<file path="config.mk">
export PLATFORM = sky130hd
export DESIGN_NAME = tal_engine
export DESIGN_NICKNAME = d
export VERILOG_FILES = /design/src/rtl/core/tal_pkg.sv /design/src/rtl/core/tal_engine.sv
export SDC_FILE = /design/constraint.sdc
export NUM_CORES = 1
export LEC_CHECK = 0
export BUFFER_PORTS_ARGS = -buffer_cell sky130_fd_sc_hd__buf_2
export CAP_MARGIN = 0
export CORE_MARGIN = 5
export CORE_UTILIZATION = 40
export CTS_CLUSTER_DIAMETER = 200
export CTS_CLUSTER_SIZE = 12
export DETAILED_ROUTE_END_ITERATION = 10
export GPL_ROUTABILITY_DRIVEN = 0
export GPL_TIMING_DRIVEN = 0
export PLACE_DENSITY_LB_ADDON = 0.3
export SYNTH_ARGS = -nofsm -noshare
export SYNTH_HDL_FRONTEND = slang
export SYNTH_SLANG_ARGS = --single-unit
</file>
<file path="constraint.sdc">
create_clock -name clk -period 2.3 [get_ports clk]
set_clock_uncertainty 0.15 [all_clocks]
set_input_delay 0.575 -clock clk [delete_from_list [all_inputs] [get_ports clk]]
set_output_delay 0.575 -clock clk [all_outputs]
set_load 0.02 [all_outputs]
</file>
<file path="src/rtl/core/tal_pkg.sv">
// ----------------------------------------------------------------------------
// tal_pkg
// Shared constants and types for the tree ancestor lifting core.
// ----------------------------------------------------------------------------
package tal_pkg;
	localparam int MaxNodes = 1024;
	localparam int Levels = 11;
	localparam int NodeW = 11;
	localparam int LvlW = 4;
	localparam int DepthAw = 11;
	localparam int DepthEntries = 1 << DepthAw;
	localparam int JumpAw = 15;
	localparam int JumpEntries = 1 << JumpAw;

	localparam logic [1:0] REQ_INSERT = 2'd0;
	localparam logic [1:0] REQ_KTH = 2'd1;
	localparam logic [1:0] REQ_LCA = 2'd2;

	localparam logic [1:0] ST_OK = 2'd0;
	localparam logic [1:0] ST_BAD_INSERT = 2'd1;
	localparam logic [1:0] ST_UNKNOWN = 2'd2;

	typedef struct packed {
		logic [1:0] req_type;
		logic [NodeW-1:0] node_a;
		logic [9:0] parent_id;
		logic [NodeW-1:0] node_b;
		logic [NodeW-1:0] distance;
	} req_t;

	typedef struct packed {
		logic found;
		logic [NodeW-1:0] answer_node;
		logic [1:0] status;
	} rsp_t;

	function automatic logic [JumpAw-1:0] jaddr(input logic [NodeW-1:0] n,
			input logic [LvlW-1:0] l);
		jaddr = {n, l};
	endfunction
endpackage

</file>
<file path="src/rtl/core/tal_engine.sv">
// ----------------------------------------------------------------------------
// tal_engine
// Sequencer that runs inserts, ancestor and common ancestor requests one
// table read per cycle against the depth and jump memories.
// ----------------------------------------------------------------------------
module tal_engine (
	input  logic                            clk,
	input  logic                            arst_n,
	input  logic                            start,
	input  tal_pkg::req_t                   req,
	output logic                            busy,
	output logic                            done,
	output tal_pkg::rsp_t                   rsp,
	output logic                            d_we,
	output logic [tal_pkg::DepthAw-1:0]     d_waddr,
	output logic [tal_pkg::NodeW-1:0]       d_wdata,
	output logic [tal_pkg::DepthAw-1:0]     d_raddr,
	input  logic [tal_pkg::NodeW-1:0]       d_rdata,
	output logic                            j_we,
	output logic [tal_pkg::JumpAw-1:0]      j_waddr,
	output logic [tal_pkg::NodeW-1:0]       j_wdata,
	output logic [tal_pkg::JumpAw-1:0]      j_raddr,
	input  logic [tal_pkg::NodeW-1:0]       j_rdata
);
	localparam logic [3:0] S_IDLE = 4'd0;
	localparam logic [3:0] S_INS0 = 4'd1;
	localparam logic [3:0] S_INSR = 4'd2;
	localparam logic [3:0] S_INSW = 4'd3;
	localparam logic [3:0] S_DEPA = 4'd4;
	localparam logic [3:0] S_DEPB = 4'd5;
	localparam logic [3:0] S_SPLIT = 4'd6;
	localparam logic [3:0] S_CR = 4'd7;
	localparam logic [3:0] S_CW = 4'd8;
	localparam logic [3:0] S_LU = 4'd9;
	localparam logic [3:0] S_LV = 4'd10;
	localparam logic [3:0] S_LX = 4'd11;
	localparam logic [3:0] S_LF = 4'd12;
	localparam logic [3:0] S_LG = 4'd13;
	localparam logic [3:0] S_DONE = 4'd14;

	localparam int NW = tal_pkg::NodeW;
	localparam logic [tal_pkg::LvlW-1:0] TopLvl = tal_pkg::LvlW'(tal_pkg::Levels - 1);

	logic [3:0] state_q;
	tal_pkg::req_t req_q;
	logic [NW-1:0] count_q;
	logic [NW-1:0] u_q, v_q, ju_q, dist_q, da_q;
	logic [tal_pkg::LvlW-1:0] lvl_q;
	tal_pkg::rsp_t rsp_q;

	assign busy = (state_q != S_IDLE);
	assign done = (state_q == S_DONE);
	assign rsp = rsp_q;

	function automatic logic known(input logic [NW-1:0] n, input logic [NW-1:0] c);
		known = (n != '0) && (n <= c);
	endfunction

	function automatic logic insert_ok(input tal_pkg::req_t r, input logic [NW-1:0] c);
		logic parent_ok;
		parent_ok = (r.node_a == NW'(1)) ? (r.parent_id == '0) :
			((r.parent_id != '0) && (NW'(r.parent_id) < r.node_a));
		insert_ok = (r.node_a == c + NW'(1)) &&
			(r.node_a <= NW'(tal_pkg::MaxNodes)) && parent_ok;
	endfunction

	always_comb begin
		d_we = 1'b0;
		d_waddr = req_q.node_a;
		d_wdata = '0;
		d_raddr = req_q.node_a;
		j_we = 1'b0;
		j_waddr = tal_pkg::jaddr(req_q.node_a, lvl_q);
		j_wdata = NW'(req_q.parent_id);
		j_raddr = tal_pkg::jaddr(u_q, lvl_q);
		case (state_q)
			S_INS0: begin
				d_raddr = NW'(req_q.parent_id);
				j_we = 1'b1;
			end
			S_INSR: begin
				j_raddr = tal_pkg::jaddr(u_q, lvl_q - 1'b1);
				if (lvl_q == tal_pkg::LvlW'(1)) begin
					d_we = 1'b1;
					d_wdata = (req_q.node_a == NW'(1)) ? '0 : d_rdata + NW'(1);
				end
			end
			S_INSW: begin
				j_we = 1'b1;
				j_wdata = (u_q == '0) ? '0 : j_rdata;
			end
			S_DEPB: d_raddr = req_q.node_b;
			S_LV: j_raddr = tal_pkg::jaddr(v_q, lvl_q);
			S_LF: j_raddr = tal_pkg::jaddr(u_q, tal_pkg::LvlW'(0));
			default: ;
		endcase
	end

	always_ff @(posedge clk or negedge arst_n) begin
		if (!arst_n) begin
			state_q <= S_IDLE;
			count_q <= '0;
			req_q <= '0;
			rsp_q <= '0;
			u_q <= '0;
			v_q <= '0;
			ju_q <= '0;
			dist_q <= '0;
			da_q <= '0;
			lvl_q <= '0;
		end else begin
			case (state_q)
				S_IDLE: begin
					if (start) begin
						req_q <= req;
						rsp_q <= '{found: 1'b0, answer_node: '0, status: tal_pkg::ST_OK};
						lvl_q <= '0;
						u_q <= NW'(req.parent_id);
						case (req.req_type)
							tal_pkg::REQ_INSERT: begin
								if (insert_ok(req, count_q)) begin
									state_q <= S_INS0;
								end else begin
									rsp_q.status <= tal_pkg::ST_BAD_INSERT;
									state_q <= S_DONE;
								end
							end
							tal_pkg::REQ_KTH: begin
								if (known(req.node_a, count_q)) begin
									state_q <= S_DEPA;
								end else begin
									rsp_q.status <= tal_pkg::ST_UNKNOWN;
									state_q <= S_DONE;
								end
							end
							tal_pkg::REQ_LCA: begin
								if (known(req.node_a, count_q) && known(req.node_b, count_q)) begin
									state_q <= S_DEPA;
								end else begin
									rsp_q.status <= tal_pkg::ST_UNKNOWN;
									state_q <= S_DONE;
								end
							end
							default: begin
								rsp_q.status <= tal_pkg::ST_UNKNOWN;
								state_q <= S_DONE;
							end
						endcase
					end
				end
				S_INS0: begin
					lvl_q <= tal_pkg::LvlW'(1);
					state_q <= S_INSR;
				end
				S_INSR: state_q <= S_INSW;
				S_INSW: begin
					u_q <= j_wdata;
					if (lvl_q == TopLvl) begin
						count_q <= req_q.node_a;
						state_q <= S_DONE;
					end else begin
						lvl_q <= lvl_q + 1'b1;
						state_q <= S_INSR;
					end
				end
				S_DEPA: state_q <= S_DEPB;
				S_DEPB: begin
					da_q <= d_rdata;
					lvl_q <= '0;
					if (req_q.req_type == tal_pkg::REQ_KTH) begin
						u_q <= req_q.node_a;
						dist_q <= req_q.distance;
						if (req_q.distance > d_rdata) begin
							state_q <= S_DONE;
						end else begin
							state_q <= S_CR;
						end
					end else begin
						state_q <= S_SPLIT;
					end
				end
				S_SPLIT: begin
					lvl_q <= '0;
					state_q <= S_CR;
					if (da_q >= d_rdata) begin
						u_q <= req_q.node_a;
						v_q <= req_q.node_b;
						dist_q <= da_q - d_rdata;
					end else begin
						u_q <= req_q.node_b;
						v_q <= req_q.node_a;
						dist_q <= d_rdata - da_q;
					end
				end
				S_CR: begin
					if (lvl_q == TopLvl) begin
						if (req_q.req_type == tal_pkg::REQ_KTH || u_q == v_q) begin
							rsp_q.found <= (u_q != '0);
							rsp_q.answer_node <= u_q;
							state_q <= S_DONE;
						end else begin
							state_q <= S_LU;
						end
					end else if (dist_q[lvl_q]) begin
						state_q <= S_CW;
					end else begin
						lvl_q <= lvl_q + 1'b1;
					end
				end
				S_CW: begin
					u_q <= j_rdata;
					lvl_q <= lvl_q + 1'b1;
					state_q <= S_CR;
				end
				S_LU: state_q <= S_LV;
				S_LV: begin
					ju_q <= j_rdata;
					state_q <= S_LX;
				end
				S_LX: begin
					if (ju_q != j_rdata) begin
						u_q <= ju_q;
						v_q <= j_rdata;
					end
					if (lvl_q == '0) begin
						state_q <= S_LF;
					end else begin
						lvl_q <= lvl_q - 1'b1;
						state_q <= S_LU;
					end
				end
				S_LF: state_q <= S_LG;
				S_LG: begin
					rsp_q.found <= (j_rdata != '0);
					rsp_q.answer_node <= j_rdata;
					state_q <= S_DONE;
				end
				S_DONE: state_q <= S_IDLE;
				default: state_q <= S_IDLE;
			endcase
		end
	end
endmodule

</file>
# Word-level counts from Yosys, hierarchy flattened
# Index checks and enable logic that the tools add are counted.
# word_totals
reg_bits	133
wordCells	148
in_bits	70
output_inout_bits	92
# op_classes
n_eq_ne	34
n_reduce_logical	34
mux	51
addsub	6
order_cmp	7
# ops
cell	count
two-way mux 11 bit	13
one-hot mux 11 bit (2 select lines)	3
one-hot mux 11 bit (6 select lines)	1
two-way mux 4 bit	14
one-hot mux 4 bit (13 select lines)	1
one-hot mux 15 bit (3 select lines)	1
nonzero test 11 bit	4
one-hot mux 12 bit (3 select lines)	1
equality test 4 bit (second input constant)	8
one-hot mux 4 bit (7 select lines)	1
two-way mux 12 bit	2
adder 11 x 1 -> 11 bit (second input constant)	2
equality test 11 x 1 -> 1 bit (second input constant)	2
equality test 11 bit	2
less-or-equal comparator 11 bit	2
subtractor 11 bit	2
inequality test 2 bit (second input constant)	9
equality test 4 x 3 -> 1 bit (second input constant)	4
two-way mux 14 bit	1
one-hot mux 4 bit (3 select lines)	1
greater-or-equal comparator 11 bit	1
greater-than comparator 11 bit	1
less-or-equal comparator 11 bit (second input constant)	1
logical NOT 11 bit	1
other kinds (30)	54

# Longest topological paths before layout
# depth
word_depth	8
mapped_depth	12
mapped_depth_nobuf	10

# Worst setup path before layout
# No wires, ideal clock.
# synth_path
path_type	input -> register
startpoint	input port d_rdata[2] (netlist bit)
endpoint	register v_q[0]
t_arrival_ns	2.517
required_ns	2.023
path_slack_ns	-0.495
path_buffers	3
setup_ns	0.127
path_stages	12
path_cell_list	inv_1 > ha_1 > buf_4 > nand2_1 > o21a_1 > o221a_2 > a21boi_2 > buf_6 > buf_4 > mux2i_1 > o21ai_0 > mux2_1
# synth_between
elab_chain_len	3
# synth_rtl
element	line	source
start, declared	tal_engine.sv:18	input logic [tal_pkg::NodeW-1:0] d_rdata,
greater-or-equal comparator 11 bit	tal_engine.sv:185	if (da_q >= d_rdata) begin
two-way mux 11 bit	tal_engine.sv:185	
one-hot mux 11 bit (2 select lines)	tal_engine.sv:112	case (state_q)
end signal, assigned	tal_engine.sv:187	v_q <= req_q.node_b;
end signal, assigned	tal_engine.sv:191	v_q <= req_q.node_a;
end signal, assigned	tal_engine.sv:223	v_q <= j_rdata;
end, declared	tal_engine.sv:47	logic [NW-1:0] u_q, v_q, ju_q, dist_q, da_q;
# No other way between the ends.
# A chain may end at the register's enable or synchronous reset.

# Final worst setup path
# layout_path
startpoint	register state_q[3]
endpoint	output port d_raddr[0] (netlist bit)
# layout_between
elab_chain_len	2
word_cells_on_any_way	3
cone_classes	eq/ne (2); mux (1)
# layout_rtl
element	line	source
start, declared	tal_engine.sv:44	logic [3:0] state_q;
start signal, assigned	tal_engine.sv:101	state_q <= S_IDLE;
start signal, assigned	tal_engine.sv:122	state_q <= S_INS0;
start signal, assigned	tal_engine.sv:125	state_q <= S_DONE;
equality test 4 x 3 -> 1 bit or equality test 4 x 1 -> 1 bit (tied branches)	tal_engine.sv:76	case (state_q)
one-hot mux 11 bit (2 select lines) *	tal_engine.sv:76	
end, declared	tal_engine.sv:17	output logic [tal_pkg::DepthAw-1:0] d_raddr,
# Every way passes the cells marked *; elsewhere a longest branch is shown, timed or not.

==> impl_summary.log <==
[metrics] result of the run: finished, violations left
[metrics] failing checks: negative setup slack
[metrics] final routed wire length divided by cell count: 21.9 microns
[metrics] data required time of the critical path: 1.57 ns
[metrics] type of destination of the critical path: output port
[metrics] RSZ-0062 raised after global routing: yes
[metrics] maximum VDD drop: 0.780 mV
[metrics] violation count after the first detailed-route iteration: 1417
[metrics] count of flip-flops with a built-in enable after synthesis: 0
[metrics] area of the die: 0.0289 sq mm
[metrics] CP Data Arrival Time: 2.12 ns
[metrics] sequential-to-total area share from yosys stat: 32.4%
[metrics] ranking of synthesized cells by area: dfrtp_1 (32%), ha_1 (8.9%), mux2_2 (8.3%), mux2i_1 (4.5%), nand2_1 (4.3%)
[metrics] proportion of power drawn by flip-flops and latches: 21.9%
[metrics] DRC Markers: 0
[metrics] number of synthesized register bits: 133
[metrics] leading cell type by number of instances after synthesis: dfrtp_1
[metrics] number of warnings reported in the yosys synthesis log: 0
[metrics] fmax: 0.352 GHz
[metrics] list of cells traversed by the critical path: buf_6 -> nand2b_1 -> nor2_4 -> clkbuf_8 -> nor2_1 -> a21oi_2 -> buf_4
[metrics] filler instances: 2127
[metrics] category of the worst setup path launch point: flop
[metrics] post-synth top area cell: dfrtp_1
[metrics] clock insertion delay at the later pin of the skew report: 0.44 ns
[metrics] clock-pin slew on the worst setup and hold paths: 0.07 ns
[metrics] post-DP HPWL: 26300 microns
[metrics] type of the worst min-delay path: input pin to flop
[metrics] number of antenna violations at the first check in global routing: 1
[metrics] H-tree levels: 4
[metrics] core occupancy in the finished layout: 58.1%
[metrics] vias per cell: 5.97
[metrics] portion of synthesized cell area occupied by the leading cell type: 32.4%
[metrics] Buffers & Inverters on Critical Path: 3
[metrics] # Max-Cap Violations: 0
[metrics] global-route wire length before repair: 57200 microns
[metrics] Area growth syn-to-layout: 43.0%
[metrics] area of the placeable core: 0.0253 sq mm
[metrics] top_reg_cell synth: dfrtp_1
[metrics] internal power summed over all cells: 12.4 mW
[metrics] leakage dissipation: 6.38 nW
[metrics] final hold slack: 0.193 ns
[metrics] Clk pwr share: 12.2%
[metrics] leading post-synthesis cells by instance count: dfrtp_1 (133), nand2_1 (117), nor2_1 (83)
[metrics] detailed-router iteration count before antenna repair: 8
[metrics] CP max stage delay: 0.46 ns
[metrics] post-route setup slack: -0.541 ns
[metrics] post-synthesis net count: 1292
[metrics] total power divided by cell area: 1550 mW/mm^2
[metrics] crit path max fanout: 5
[metrics] post-synthesis instance area: 0.0103 sq mm
[metrics] total number of nets in the final design: 1563
[metrics] number of ports placed on the die boundary: 162
[metrics] vertical extent of the die: 170 microns
[metrics] transition time at the pin with the least slew margin: 0.756 ns
[metrics] switching power total: 10.3 mW
[metrics] synthesized area divided by synthesized cell count: 8.94 sq um
[metrics] CTS tree: yes
[metrics] Final Hold Viols: 0
[metrics] Port Buffer Count: 150
[metrics] count of standard-cell rows: 58
[metrics] Worst slew margin: 49.5%
[metrics] start-to-end type of the worst setup path: flop to output port
[metrics] Clock Tree Root: clkbuf_16
[metrics] # setup viols final: 115
[metrics] effective utilization at floorplan: 40.6%
[metrics] top cell family by delay on the critical path: buffers and inverters
[metrics] GRT overflow: 0
[metrics] via count of the first global-routing pass: 10310
[metrics] Synth async-reset ratio: 100%
[metrics] Combinational Power Share: 65.9%
[metrics] TritonCTS Buffers: 17
[metrics] cells after synthesis: 1147
[metrics] Sinks on Clock Net: 133
[metrics] cell type of the slowest stage on the worst timing path: dfrtp_2
[metrics] diode insertion count for antenna repair: 0
[metrics] ratio of final minimum period to clock period: 124%
[metrics] fraction of layout instances using a drive strength above 1: 44.6%
[metrics] count of unique library cells instantiated by Yosys: 78
[metrics] total count of max-transition violations in the final report: 0
[metrics] fraction of power spent switching nets: 45.5%
[metrics] total number of vias: 10513
[metrics] Die X-Extent: 170 microns
[metrics] Final min period: 2.84 ns
[metrics] pin count of the biggest net entering global routing: 88
[metrics] antenna viol nets, final: 0
[metrics] Tot GR Track Use: 25.1%
[metrics] Max Root-Sink Buffers: 2
[metrics] total length of routed wires: 38600 microns
## area by class of cell
class,instances,area [sq um],share of cell area (%)
clock inverter,14,144,0.981
clock buffer,18,439,2.99
inverter,63,260,1.77
buffer,83,712,4.85
timing repair buffer,257,2030,13.8
sequential,133,3350,22.8
multi-input combinational,863,7320,49.9
tap,330,413,2.82
## per-layer routing
layer	vias up	share of wire (%)	track usage [%]
met5	-	0.052	0
met4	2	4.7	10.9
met3	148	8.2	5.02
met2	583	47	40.1
met1	5124	41	33.0
li1	4656	-	-
## cells by family (layout without fill, tap and decap cells)
family,after synthesis,in the layout,share of synthesized area (%)
simple gates,335,336,15.5
compound gates,265,265,16.9
buf+inv,152,435,6.84
mux,138,138,14.8
flops,133,133,32.4
fa+ha+maj,75,75,9.29
xor+xnor,49,49,4.18
## final timing paths
path	from	endpoint	slack, ns	depth (start not counted)
worst min-delay path	req[0]	req_q[0]	0.19	3
worst max register to register	da_q[6]	dist_q[6]	-0.43	9
min in group asynchronous	arst_n	rsp[3]	0.51	2
worst max-delay path	state_q[3]	d_raddr[0]	-0.54	7
worst min register to register	req_q[44]	req_q[44]	0.34	1
max in group asynchronous	arst_n	d_waddr[8]	0.67	3
## power by group through the flow
stage,combinational [mW],clock (mW),sequential (mW)
2_1_floorplan,7.97,0,4.50
3_3_place_gp,10.7,0,4.80
3_5_place_dp,10.8,0,4.85
4_1_cts,13.7,2.78,4.82
5_1_grt,15.8,2.89,5.07
6_report,14.9,2.77,4.96
## sequential cells by signal, indices dropped and copies added, names as in the netlist
signal / flops
count_q: 11
d_waddr: 11
da_q: 11
dist_q: 11
ju_q: 11
lvl_q: 4
req_q: 34
rsp: 14
state_q: 4
u_q: 11
v_q: 11
## layout by cell type, fill, tap and decap left out, types with 40 or more instances in the layout
cell	n
buf_2	96
nor2_1	60
o21ai_0	40
buf_6	63
nand2_1	98
inv_1	49
dfrtp_1	117
mux2_2	57
a21oi_1	44
buf_4	122
ha_1	58
## through the flow
step | area (sq um) | setup WS (ns) | cells | power, mW | TNS (ns)
6_report | 14700 | -0.541 | 1761 | 22.7 | -34.83
5_1_grt | 14700 | -0.574 | 1761 | 23.8 | -43.75
4_1_cts | 14100 | -0.458 | 1746 | 21.3 | -25.11
3_5_place_dp | 11800 | -0.884 | 1628 | 15.7 | -60.82
3_3_place_gp | 11700 | -1.73 | 1627 | 15.5 | -254.61
2_1_floorplan | 10600 | -0.345 | 1147 | 12.5 | -9.25
## timing repair
item                                    in CTS  in global routing
buffers inserted                            82                 21
gates resized for setup                    296                119
pin swaps                                   71                 45
endpoints found under the setup margin     172                170
hold buffers                                 1                  0
gates cloned                                 6                  1
hold endpoints to repair                    46                  0
## worst min-delay path: stages
cell and delay (ns):
buf_2 0.07, nand2_1 0.03, o21ai_0 0.05
No activity file was read; power rests on OpenSTA's default activity.
