<file path="src/rtl/core/tal_ram.sv">
// ----------------------------------------------------------------------------
// tal_ram
// Generic single-port-write, single-port-read RAM with registered read data.
// ----------------------------------------------------------------------------
module tal_ram #(
	parameter int Width = 8,
	parameter int Depth = 16
) (
	input  logic                     clk,
	input  logic                     we,
	input  logic [$clog2(Depth)-1:0] waddr,
	input  logic [Width-1:0]         wdata,
	input  logic [$clog2(Depth)-1:0] raddr,
	output logic [Width-1:0]         rdata
);
	logic [Width-1:0] mem [Depth];

	always_ff @(posedge clk) begin
		if (we) begin
			mem[waddr] <= wdata;
		end
		rdata <= mem[raddr];
	end
endmodule

</file>
<file path="config.mk">
export PLATFORM = sky130hd
export DESIGN_NAME = tal_ram
export DESIGN_NICKNAME = d
export VERILOG_FILES = /design/src/rtl/core/tal_ram.sv
export SDC_FILE = /design/constraint.sdc
export NUM_CORES = 1
export LEC_CHECK = 0
export BUFFER_PORTS_ARGS = -buffer_cell sky130_fd_sc_hd__buf_2
export CAP_MARGIN = 0
export CORE_ASPECT_RATIO = 1.25
export CORE_MARGIN = 3
export CORE_UTILIZATION = 41
export CTS_BUF_LIST = sky130_fd_sc_hd__clkbuf_8
export DETAILED_ROUTE_END_ITERATION = 10
export PLACE_DENSITY = 0.71
export SLEW_MARGIN = 20
export SYNTH_ARGS = -nofsm -noshare
export SYNTH_HDL_FRONTEND = slang
export SYNTH_SLANG_ARGS = --single-unit
export TNS_END_PERCENT = 10
</file>
<file path="constraint.sdc">
create_clock -name clk -period 1.6 [get_ports clk]
set_input_delay 0 -clock clk [delete_from_list [all_inputs] [get_ports clk]]
set_output_delay 0 -clock clk [all_outputs]
set_load 0.02 [all_outputs]
</file>
# [Word-level counts from Yosys, hierarchy flattened]
# Memories as Yosys holds them, arrays and structs flattened. A register that Yosys moved wholly into a read port is not among the register bits.
# Cells that the tools add are included.
# W data, S select, Z words.
[word_totals] regBits=0 ram_bits=128 inputBits=18 output_inout_bits=8 wordCells=3 n_memories=1
[classes] mux=2
[memory_table] memory="mem" depth=16 word_bits=8 read_ports=1 rd_ports_with_merged_regs=1 write_ports=1 line="16" rtl="logic [Width-1:0] mem [Depth];"
[ops] cell="$mux W1" n=2

# [Longest topological paths before layout]
# Gate-level depths: netlist of run 1.
[logic_depth] depth_word=2 depth_mapped=5 mapped_depth_nobuf=3

# [Least setup slack after synthesis of run 1]
# No wires, ideal clock.
[synth_path] path_kind="input to register" from="in waddr[2]" to="mem mem[0][0] (enable)" setup_time_ns=0.383 arrival_ns=1.110 t_required_ns=1.217 setup_slack_ns=0.107 stages=2 path_buffers=0 path_cell_list="or3b_2 nor3_1"
[synth_lines] element="from (decl)" line="11" rtl="input logic [$clog2(Depth)-1:0] waddr,"
[synth_lines] element="to (decl)" line="16"
# No word-level cell before the write port.

==> implementation parameters, run 1 <==
Parameter                              Value

Placed design
  Post-DP Area    5570 sq um
  Routability Congestion    just over 0.7
  Placed cell count    about 430
  Buffers on Ports    25
  Pre-CTS setup slack    around 180 ps
  Detailed-placement wirelength estimate    slightly above 6000 um

Route
  Antenna violation net count after detailed routing    0
  Iter 0 DRT Violations    153
  Detailed-route vias per instance    roughly 5.2
  WL/cell    roughly 20 um
  Total via count after detailed routing    ~2400
  Number of iterations in the first detailed-routing pass    4
  WL final    9470 um
  Post-detailed-route DRC marker count    0

Critical path
  Required @ worst endpoint    between 1500 and 2000 ps
  CP max stage delay    ~520 ps
  Reg2Reg Setup Slack    ~260 ps
  Worst-path cell with the longest stage delay    sky130_fd_sc_hd__mux4_2
  Crit path launch type    flop
  CP arrival    around 1700 ps
  Buffers and inverters on the worst path    0
  CP Class    reg2reg
  Cell type group with the largest total delay on the critical path    multiplexers
  Worst reg2reg path depth    3
  R2R Path Start    mem[7][7]
  Top fanout value on the critical path    1
  Capturing element type of the critical path    flop
  Terminus of the critical flop-to-flop path    rdata[7]
  List of cells traversed by the critical path    mux4_2 -> a22oi_1 -> nand2_1

Layout
  Antenna Diode Count    0
  Syn-to-layout area delta    19.2%
  Net count reported at finish    310
  Fill cells    roughly 1000
  Layout Cell Area excl Fill    ~6100 sq um
  Share of post-route cells with drive strength above 1    0.318
  Filler-free cell count of the finished design    about 470
  Total area of multi-input combinational cells    around 1100 sq um
  Total area of sequential cells    4000 sq um

Global route
  Antenna violations before repair    0
  Global-route wire length before repair    approximately 15000 um
  Largest net degree at the start of global routing    33
  Vias in the first global route    approximately 2700
  Global-route usage over all layers    0.148
  GRT overflow    0

CTS
  CTS H-tree depth    4
  Clock network latency to the later pin of the worst-skew pair    430 ps
  CTS root buffer    sky130_fd_sc_hd__clkbuf_8
  Clock sink count    136
  Number of setup buffers added after CTS    0
  Clock tree from TritonCTS    done
  Num CTS Buffers    17
  Longest Clk Path Bufs    2
  Clock transition at the registers of the reported paths    around 80 ps

Timing
  Number of pins exceeding their max-slew limit in the final report    0
  Setup TNS    0 ps
  Post-route clock skew    between 8 and 9 ps
  Maximum frequency from static timing analysis    between 700 and 800 MHz
  Unrepaired setup endpoints after global routing    false
  Fraction of the cycle the final worst path needs    0.836
  Setup slack of the critical path after layout    262 ps
  Setup Viol. Count Final    0
  Endpoints failing hold    0
  Least-Margin Pin Slew    around 390 ps
  Shortest clock period the worst path allows after layout    between 1000 and 1500 ps
  Slew Limit Headroom    0.743

Synth
  Post-synthesis area per instance    22.5 sq um
  Netlist cell types    19
  Post-Syn Nets    247
  Yosys warnings    0
  Post-Synthesis Cells    229
  Proportion of synthesized chip area in sequential cells    0.778
  Post-Synthesis Cell Area    about 5100 sq um
  Register bit count reported by yosys    ~140

Floorplanning
  Die Span Y    between 100 and 150 um
  Placement row count    45
  I/O pins    26
  Core region area    12200 sq um
  Chip Width    106 um
  Initial cell density of the core    0.421
  Die footprint    ~14000 sq um

Job
  Number of max-capacitance violations reported    0

Min path
  Source of the worst hold timing path    waddr[0]
  Path category of the worst min-delay check    in2reg
  Cell count of the worst hold path    3
  Worst min-delay path endpoint    mem[0][3]

Power
  Pwr/cell area    roughly 1300 nW/um^2
  Overall Power    around 0.0077 W
  Pleak    around 2.1 nW
  Worst IR Drop VDD    0.752 mV

Run status
  Status    complete, no violations
==> placed cells by master, fill, tap and decap left out <==
master                          netlist  final
sky130_fd_sc_hd__nand2b_1             2      2
sky130_fd_sc_hd__a22oi_1             16     16
sky130_fd_sc_hd__nand2_1              9      9
sky130_fd_sc_hd__mux4_1              14     14
sky130_fd_sc_hd__and2b_1              1      1
sky130_fd_sc_hd__bufinv_16            0      6
sky130_fd_sc_hd__buf_2                3     25
sky130_fd_sc_hd__or3b_2               1      1
sky130_fd_sc_hd__mux4_2              18     18
sky130_fd_sc_hd__dfxtp_1              8      8
sky130_fd_sc_hd__edfxtp_1           128    128
sky130_fd_sc_hd__dlygate4sd3_1        0      8
sky130_fd_sc_hd__clkinv_2             0      2
sky130_fd_sc_hd__buf_12               0      2
sky130_fd_sc_hd__clkbuf_8             0     17
sky130_fd_sc_hd__nor3_1               4      4
sky130_fd_sc_hd__nand3_1              1      1
sky130_fd_sc_hd__nor2_1              13     13
sky130_fd_sc_hd__and2_1               1      1
sky130_fd_sc_hd__buf_4                1     19
sky130_fd_sc_hd__clkinv_4             0      1
sky130_fd_sc_hd__clkinvlp_4           0      3
sky130_fd_sc_hd__nor2b_1              1      1
sky130_fd_sc_hd__inv_6                0      3
sky130_fd_sc_hd__nand3b_1             2      2
==> final cells by class <==
cell class | count | area share
Timing Repair Buffer | 54 | 0.0632
Clock buffer | 17 | 0.0381
Clock inverter | 15 | 0.0404
Multi-Input combinational cell | 83 | 0.172
Tap cell | 164 | 0.0334
Sequential cell | 136 | 0.653
==> worst min-delay path, stage by stage <==
cell,delay [ps]
sky130_fd_sc_hd__buf_2,140
sky130_fd_sc_hd__nor3_1,70
sky130_fd_sc_hd__buf_4,170
==> worst max path at each step <==
| stage | from | endpoint | cells past startpoint |
|---|---|---|---|
| after global routing | mem[7][7] | rdata[7] | 3 |
| final | mem[7][7] | rdata[7] | 3 |
| after global placement | raddr[0] | rdata[2] | 5 |
| after CTS | mem[7][7] | rdata[7] | 3 |
| after detailed placement | raddr[0] | rdata[2] | 5 |
| after floorplan | waddr[2] | mem[0][0] | 2 |
==> cells in the mapped netlist <==
cell type | instances | area [sq um]
sky130_fd_sc_hd__a22oi_1 | 16 | 120
sky130_fd_sc_hd__and2_1 | 1 | 6.26
sky130_fd_sc_hd__and2b_1 | 1 | 7.51
sky130_fd_sc_hd__buf_2 | 3 | 15.0
sky130_fd_sc_hd__buf_4 | 1 | 7.51
sky130_fd_sc_hd__buf_6 | 3 | 33.8
sky130_fd_sc_hd__clkdlybuf4s25_2 | 3 | 30.0
sky130_fd_sc_hd__dfxtp_1 | 8 | 160
sky130_fd_sc_hd__edfxtp_1 | 128 | 3840
sky130_fd_sc_hd__mux4_1 | 14 | 368
sky130_fd_sc_hd__mux4_2 | 18 | 405
sky130_fd_sc_hd__nand2_1 | 9 | 33.8
sky130_fd_sc_hd__nand2b_1 | 2 | 12.5
sky130_fd_sc_hd__nand3_1 | 1 | 5.00
sky130_fd_sc_hd__nand3b_1 | 2 | 15.0
sky130_fd_sc_hd__nor2_1 | 13 | 48.8
sky130_fd_sc_hd__nor2b_1 | 1 | 6.26
sky130_fd_sc_hd__nor3_1 | 4 | 20.0
sky130_fd_sc_hd__or3b_2 | 1 | 8.76
==> power by group <==
| part | switching, W | leakage, nW | internal (W) |
|---|---|---|---|
| logic | 0.000233 | 0.624 | 0.000177 |
| registers | 0.0000241 | 1.22 | 0.00398 |
| clock network | 0.00129 | 0.233 | 0.00202 |
==> layer usage <==
metal / wire, um / track usage / share of wire / up-vias
li1: - / - / - / 1097
met1: 3690 / 0.183 / 0.39 / 1240
met2: 5070 / 0.247 / 0.54 / 81
met3: 651 / 0.0486 / 0.069 / 5
met4: 61 / 0.0475 / 0.0064 / 0
met5: 0 / 0 / 0 / -
==> logic make-up after synthesis <==
group	share of synthesized area
AOI/OAI and AO/OA	0.0233
muxes	0.150
buffers and inverters	0.0168
and+or+nand+nor	0.0318
DFF	0.778
==> what timing repair did <==
item	CTS	global route
hold buffers	8	0
resized for setup	0	0
hold endpoints to repair	128	0
==> sequential cells by signal, summed over array words and instances (netlist names) <==
name and cells:
mem 128, rdata 8
==> through the flow <==
step	utilization	hold slack (ps)
after global routing	0.502	135
after detailed placement	0.456	394
after CTS	0.502	86.9
after floorplan	-	98.9
final	0.502	122
after global placement	0.456	391
(Power assumes the default switching activity.)
==> inputs of run 2 (changes only) <==
==> constraint.sdc (replaced) <==
create_clock -name clk -period 1.16 [get_ports clk]
set_input_delay 0 -clock clk [delete_from_list [all_inputs] [get_ports clk]]
set_output_delay 0 -clock clk [all_outputs]
set_load 0.02 [all_outputs]
==> implementation parameters, run 2 (synthesized netlist as in run 1, its figures left out) <==
Parameter                              Value

Layout
  Net count reported at finish    318 (+2.6%)
  Fill cells    1011 (+1.0%)
  End-of-flow core utilization    0.503 (+0.00102)
  Syn-to-layout area delta    19.4%
  Max FFs per register    128 (unchanged)
  Share of post-route cells with drive strength above 1    0.409 (+0.0909)
  Leading cell type in the layout, fill and taps excluded    sky130_fd_sc_hd__edfxtp_1
  Highest-count cells in the layout ignoring fill and taps    sky130_fd_sc_hd__edfxtp_1 (128), sky130_fd_sc_hd__mux4_2 (32), sky130_fd_sc_hd__buf_2 (25), sky130_fd_sc_hd__buf_4 (25), sky130_fd_sc_hd__clkbuf_8 (17)
  Top Registers    mem x128, rdata x8
  Antenna Diode Count    0 (unchanged)
  Largest register by flop count    mem

Min path
  Path category of the worst min-delay check    in2reg
  Source of the worst hold timing path    waddr[0]
  Worst min-delay path endpoint    mem[4][2]
  Cell count of the worst hold path    3 (unchanged)

Critical path
  Terminus of the critical flop-to-flop path    rdata[5]
  Reg2Reg Setup Slack    -120 ps (-380 ps)
  Required @ worst endpoint    1480 ps (-440 ps)
  Worst reg2reg path depth    3 (unchanged)
  Cell type group with the largest total delay on the critical path    multiplexers
  CP arrival    1610 ps (-50 ps)
  Worst-path cell with the longest stage delay    sky130_fd_sc_hd__mux4_2
  Buffers and inverters on the worst path    0 (unchanged)
  List of cells traversed by the critical path    mux4_2 -> a22oi_2 -> nand2_1
  CP max stage delay    480 ps (-40 ps)
  Capturing element type of the critical path    flop
  Crit path launch type    flop
  CP Class    reg2reg
  Startpoint of the most critical setup path    mem[2][5]
  R2R Path Start    mem[2][5]
  Top fanout value on the critical path    1 (unchanged)

Timing
  Least-Margin Pin Slew    942 ps (+557 ps)
  Setup slack of the critical path after layout    -122 ps (-384 ps)
  Number of pins exceeding their max-slew limit in the final report    0 (unchanged)
  Unrepaired setup endpoints after global routing    true
  Setup Viol. Count Final    8 (+8)
  Maximum frequency from static timing analysis    780 MHz (+4.3%)
  Endpoints failing hold    0 (unchanged)
  Slew Limit Headroom    0.370 (-0.373)
  Post-route clock skew    12.4 ps (+3.80 ps)
  Fraction of the cycle the final worst path needs    1.11 (+0.269)
  Shortest clock period the worst path allows after layout    1280 ps (-55.7 ps)

Power
  Worst IR Drop VDD    0.758 mV (+0.83%)
  Switching Share    0.216 (+0.0150)
  Switching power total    0.00217 W (+40%)
  Pleak    2.04 nW (-1.9%)
  Cell internal power dissipation    0.00790 W (+28%)
  Pwr/cell area    1640 nW/um^2 (+30%)
  Overall Power    0.0101 W (+30%)
  Share of power burned in combinational logic    0.062 (+0.009)
  Clock share of power    0.389 (-0.040)
  Power share of the sequential group    0.549 (+0.031)

Route
  Antenna violation net count after detailed routing    0 (unchanged)
  Detailed-route vias per instance    5.27 (+2.1%)
  WL/cell    20.8 um (+2.9%)
  Post-detailed-route DRC marker count    0 (unchanged)
  Total via count after detailed routing    2516 (+3.8%)
  Number of iterations in the first detailed-routing pass    4 (unchanged)
  WL final    9900 um (+4.6%)
  Iter 0 DRT Violations    178 (+16%)

CTS
  Longest Clk Path Bufs    2 (unchanged)
  Clock sink count    136 (unchanged)
  Number of setup buffers added after CTS    0 (unchanged)
  CTS H-tree depth    4 (unchanged)
  Clock transition at the registers of the reported paths    80 ps (about the same)
  Num CTS Buffers    17 (unchanged)
  CTS root buffer    sky130_fd_sc_hd__clkbuf_8
  Clock tree from TritonCTS    done
  Clock network latency to the later pin of the worst-skew pair    430 ps (about the same)

Floorplanning
  Die footprint    13900 sq um (unchanged)
  Chip Width    106 um (unchanged)
  Die Span Y    131 um (unchanged)
  Initial cell density of the core    0.421 (unchanged)
  Placement row count    45 (unchanged)
  Core region area    12200 sq um (unchanged)
  I/O pins    26 (unchanged)

Global route
  Vias in the first global route    2737 (+2.7%)
  Global-route wire length before repair    15900 um (+6.3%)
  Global-route usage over all layers    0.155 (+0.00718)
  Largest net degree at the start of global routing    24 (-27%)
  Antenna violations before repair    0 (unchanged)
  GRT overflow    0 (unchanged)

Placed design
  Routability Congestion    0.732 (+0.72%)
  Detailed-placement wirelength estimate    6630 um (+8.9%)
  Buffers on Ports    25 (unchanged)

Job
  Number of max-capacitance violations reported    0 (unchanged)

Run status
  Status    finished with violations
  Failing checks    setup timing
[run 2: cell count changes in the layout (fill, tap and decap cells not counted), moves of 3 or more]
cell,previous run,this run
sky130_fd_sc_hd__mux4_1,14,0
sky130_fd_sc_hd__mux4_2,18,32
sky130_fd_sc_hd__a22oi_1,16,7
sky130_fd_sc_hd__a22oi_2,0,9
sky130_fd_sc_hd__buf_4,19,25
sky130_fd_sc_hd__bufinv_16,6,3
[run 2: worst reg2reg max path: stages, from the launching register on]
cell and delay, ps:
sky130_fd_sc_hd__edfxtp_1 400, sky130_fd_sc_hd__mux4_2 480, sky130_fd_sc_hd__a22oi_2 210, sky130_fd_sc_hd__nand2_1 90
[run 2: worst max-delay path by stage]
stage                 to  slack, ps  cells past startpoint
6_report        rdata[5]       -120                      3
5_1_grt         rdata[0]       -160                      3
4_1_cts         rdata[5]       -110                      3
3_5_place_dp    rdata[5]       -270                      6
3_3_place_gp    rdata[5]       -260                      6
2_1_floorplan  mem[3][0]       -110                      2
[run 2: power groups by stage]
stage,clock (W),sequential [W],combinational (W)
after floorplan,0,0.00566,0.000279
after global placement,0,0.00563,0.000565
after detailed placement,0,0.00564,0.000582
after CTS,0.00401,0.00553,0.000635
after global routing,0.00425,0.00553,0.000680
final,0.00392,0.00553,0.000627
[run 2: layout make-up]
class | count | area [sq um] | area share
well taps | 164 | 205 | 0.0334
multi-input cells | 83 | 1050 | 0.172
clock inverters | 15 | 178 | 0.0289
repair buffers | 62 | 473 | 0.0769
flip-flops and latches | 136 | 4000 | 0.651
clock buffers | 17 | 234 | 0.0381
[run 2: metal layers]
layer	wire length [um]	track usage	vias up
met5	0	0	-
met4	173	0.0612	0
met3	501	0.0423	18
met2	5170	0.250	89
met1	4060	0.201	1308
li1	-	-	1101
[run 2: per-stage QoR]
step | TNS (ps) | cell area (sq um) | setup WS (ps) | instances | hold slack, ps
floorplan | -3840 | 5150 | -106 | 229 | 98.9
global placement | -3800 | 5660 | -261 | 437 | 384
detailed placement | -4980 | 5660 | -274 | 437 | 400
CTS | -687 | 6140 | -106 | 477 | 98.5
global route | -1030 | 6150 | -159 | 477 | 118
finish | -623 | 6150 | -122 | 477 | 135
[run 2: repair_timing]
item / CTS / global route
endpoints found under the setup margin: 8 / 8
hold buffers: 8 / 0
pin swaps: 9 / 3
hold endpoints to repair: 128 / 0
resized for setup: 22 / 1
==> inputs of run 3 (changes only) <==
--- a/config.mk
+++ b/config.mk
@@ -9,10 +9,10 @@
 export CAP_MARGIN = 0
 export CORE_ASPECT_RATIO = 1.25
 export CORE_MARGIN = 3
-export CORE_UTILIZATION = 41
+export CORE_UTILIZATION = 45
 export CTS_BUF_LIST = sky130_fd_sc_hd__clkbuf_8
 export DETAILED_ROUTE_END_ITERATION = 10
-export PLACE_DENSITY = 0.71
+export PLACE_DENSITY = 0.76
 export SLEW_MARGIN = 20
 export SYNTH_ARGS = -nofsm -noshare
 export SYNTH_HDL_FRONTEND = slang
==> implementation parameters, run 3 (synthesized netlist as in run 1, its figures left out) <==
Parameter                              Value

Critical path
  CP max stage delay    520 ps (+40 ps)
  Cell type group with the largest total delay on the critical path    multiplexers
  List of cells traversed by the critical path    mux4_2 -> a22oi_2 -> nand2_1
  Worst-path cell with the longest stage delay    sky130_fd_sc_hd__mux4_2
  Required @ worst endpoint    1460 ps (-20 ps)
  CP arrival    1580 ps (-30 ps)
  Capturing element type of the critical path    flop
  CP Class    reg2reg
  Top fanout value on the critical path    1 (unchanged)
  Buffers and inverters on the worst path    0 (unchanged)
  Crit path launch type    flop

Timing
  Fraction of the cycle the final worst path needs    1.10 (-0.00811)
  Maximum frequency from static timing analysis    786 MHz (+0.74%)
  Setup slack of the critical path after layout    -113 ps (+9.41 ps)
  Slew Limit Headroom    0.346 (-0.0230)
  Endpoints failing hold    0 (unchanged)
  Shortest clock period the worst path allows after layout    1270 ps (-9.41 ps)
  Post-route clock skew    7.17 ps (-5.24 ps)
  Number of pins exceeding their max-slew limit in the final report    0 (unchanged)
  Least-Margin Pin Slew    977 ps (+34.4 ps)
  Unrepaired setup endpoints after global routing    true
  Worst hold slack    131 ps (-4.20 ps)
  Setup Viol. Count Final    8 (unchanged)

Power
  Pleak    2.08 nW (+2.1%)
  Worst IR Drop VDD    0.839 mV (+11%)
  Overall Power    0.0103 W (+2.7%)
  Pwr/cell area    1680 nW/um^2 (+2.8%)

Route
  Post-detailed-route DRC marker count    0 (unchanged)
  Number of iterations in the first detailed-routing pass    4 (unchanged)
  WL met3    673 um (+34%)
  WL/cell    21.6 um (+3.8%)
  Met2 routed wirelength    5040 um (-2.4%)
  Total via count after detailed routing    2486 (-1.2%)
  Iter 0 DRT Violations    205 (+15%)
  Uppermost layer routed    met4
  Met1 wire length    3780 um (-6.8%)
  WL final    9680 um (-2.3%)
  Antenna violation net count after detailed routing    0 (unchanged)
  Detailed-route vias per instance    5.54 (+5.0%)

CTS
  Clock network latency to the later pin of the worst-skew pair    420 ps (about the same)
  Number of setup buffers added after CTS    0 (unchanged)
  CTS H-tree depth    4 (unchanged)
  Clock tree from TritonCTS    done
  CTS root buffer    sky130_fd_sc_hd__clkbuf_8
  Longest Clk Path Bufs    2 (unchanged)
  Num CTS Buffers    17 (unchanged)
  Clock sink count    136 (unchanged)
  Clock transition at the registers of the reported paths    70 ps (about the same)

Run status
  Status    finished with violations
  Failing checks    setup timing

Placed design
  Detailed-placement wirelength estimate    6370 um (-3.9%)
  Pre-CTS setup slack    -269 ps (+4.76 ps)
  Routability Congestion    0.778 (+6.4%)
  Buffers on Ports    25 (unchanged)
  Post-DP Area    5620 sq um (-0.73%)

Floorplanning
  I/O pins    26 (unchanged)
  Die Span Y    126 um (-4.3%)
  Initial cell density of the core    0.462 (+0.0409)
  Placement row count    43 (-4.4%)
  Die footprint    12800 sq um (-8.4%)
  Chip Width    102 um (-4.3%)
  Core region area    11100 sq um (-8.8%)

Layout
  Syn-to-layout area delta    19.3%
  Largest register by flop count    mem
  Highest-count cells in the layout ignoring fill and taps    sky130_fd_sc_hd__edfxtp_1 (128), sky130_fd_sc_hd__mux4_2 (27), sky130_fd_sc_hd__buf_4 (27), sky130_fd_sc_hd__buf_2 (25), sky130_fd_sc_hd__clkbuf_8 (20)
  Top Registers    mem x128, rdata x8
  Leading cell type in the layout, fill and taps excluded    sky130_fd_sc_hd__edfxtp_1
  Max FFs per register    128 (unchanged)
  Layout Cell Area excl Fill    6140 sq um (-0.12%)
  Antenna Diode Count    0 (unchanged)
  End-of-flow core utilization    0.551 (+0.0482)
  Net count reported at finish    319 (+0.31%)
  Share of post-route cells with drive strength above 1    0.382 (-0.0268)

Min path
  Path category of the worst min-delay check    in2reg

Global route
  Vias in the first global route    2596 (-5.2%)
  Antenna violations before repair    0 (unchanged)
  Global-route usage over all layers    0.166 (+0.0103)
  Largest net degree at the start of global routing    17 (-29%)
  Global-route wire length before repair    14900 um (-6.4%)
  GRT overflow    0 (unchanged)

Job
  Number of max-capacitance violations reported    0 (unchanged)
## run 3: path summary, 6_finish.rpt
kind              startpoint        to  slack [ps]  cells after the start
setup / recovery   mem[2][6]  rdata[6]        -110                      3
hold / removal      raddr[2]  rdata[4]         130                      4
setup reg to reg   mem[2][6]  rdata[6]        -110                      3
hold reg to reg   mem[11][3]  rdata[3]         680                      3
## run 3: routing by layer
metal,vias up,GRT usage
li1,1106,-
met5,-,0
met2,93,0.257
met4,0,0.0720
met1,1277,0.216
met3,10,0.0525
## run 3: where the power goes
part / total (W) / switching, W / internal, W
clock network: 0.00421 / 0.00171 / 0.00251
registers: 0.00552 / 0.0000325 / 0.00549
logic: 0.000607 / 0.000333 / 0.000273
## run 3: area by class of cell
class	instances	area, sq um
Timing Repair Buffer	63	468
Sequential cell	136	4000
Tap cell	135	169
Multi-Input combinational cell	83	1050
Clock buffer	20	275
Fill cell	805	5000
Clock inverter	12	171
## run 3: tightest hold or removal path: stages
cell and delay (ps):
sky130_fd_sc_hd__buf_2 100, sky130_fd_sc_hd__nor2b_1 140, sky130_fd_sc_hd__a22oi_1 200, sky130_fd_sc_hd__nand2_1 60
## run 3: what timing repair did
| action | 4_1_cts | 5_1_grt |
|---|---|---|
| hold buffers | 8 | 0 |
| setup endpoints to repair | 8 | 8 |
| endpoints found under the hold margin | 128 | 0 |
| pin swaps | 5 | 4 |
| resized for setup | 9 | 5 |
## run 3: through the flow
| step | TNS [ps] | instances |
|---|---|---|
| after floorplan | -3840 | 229 |
| after global placement | -4030 | 409 |
| after detailed placement | -5100 | 409 |
| after CTS | -766 | 449 |
| after global routing | -1000 | 449 |
| final | -636 | 449 |
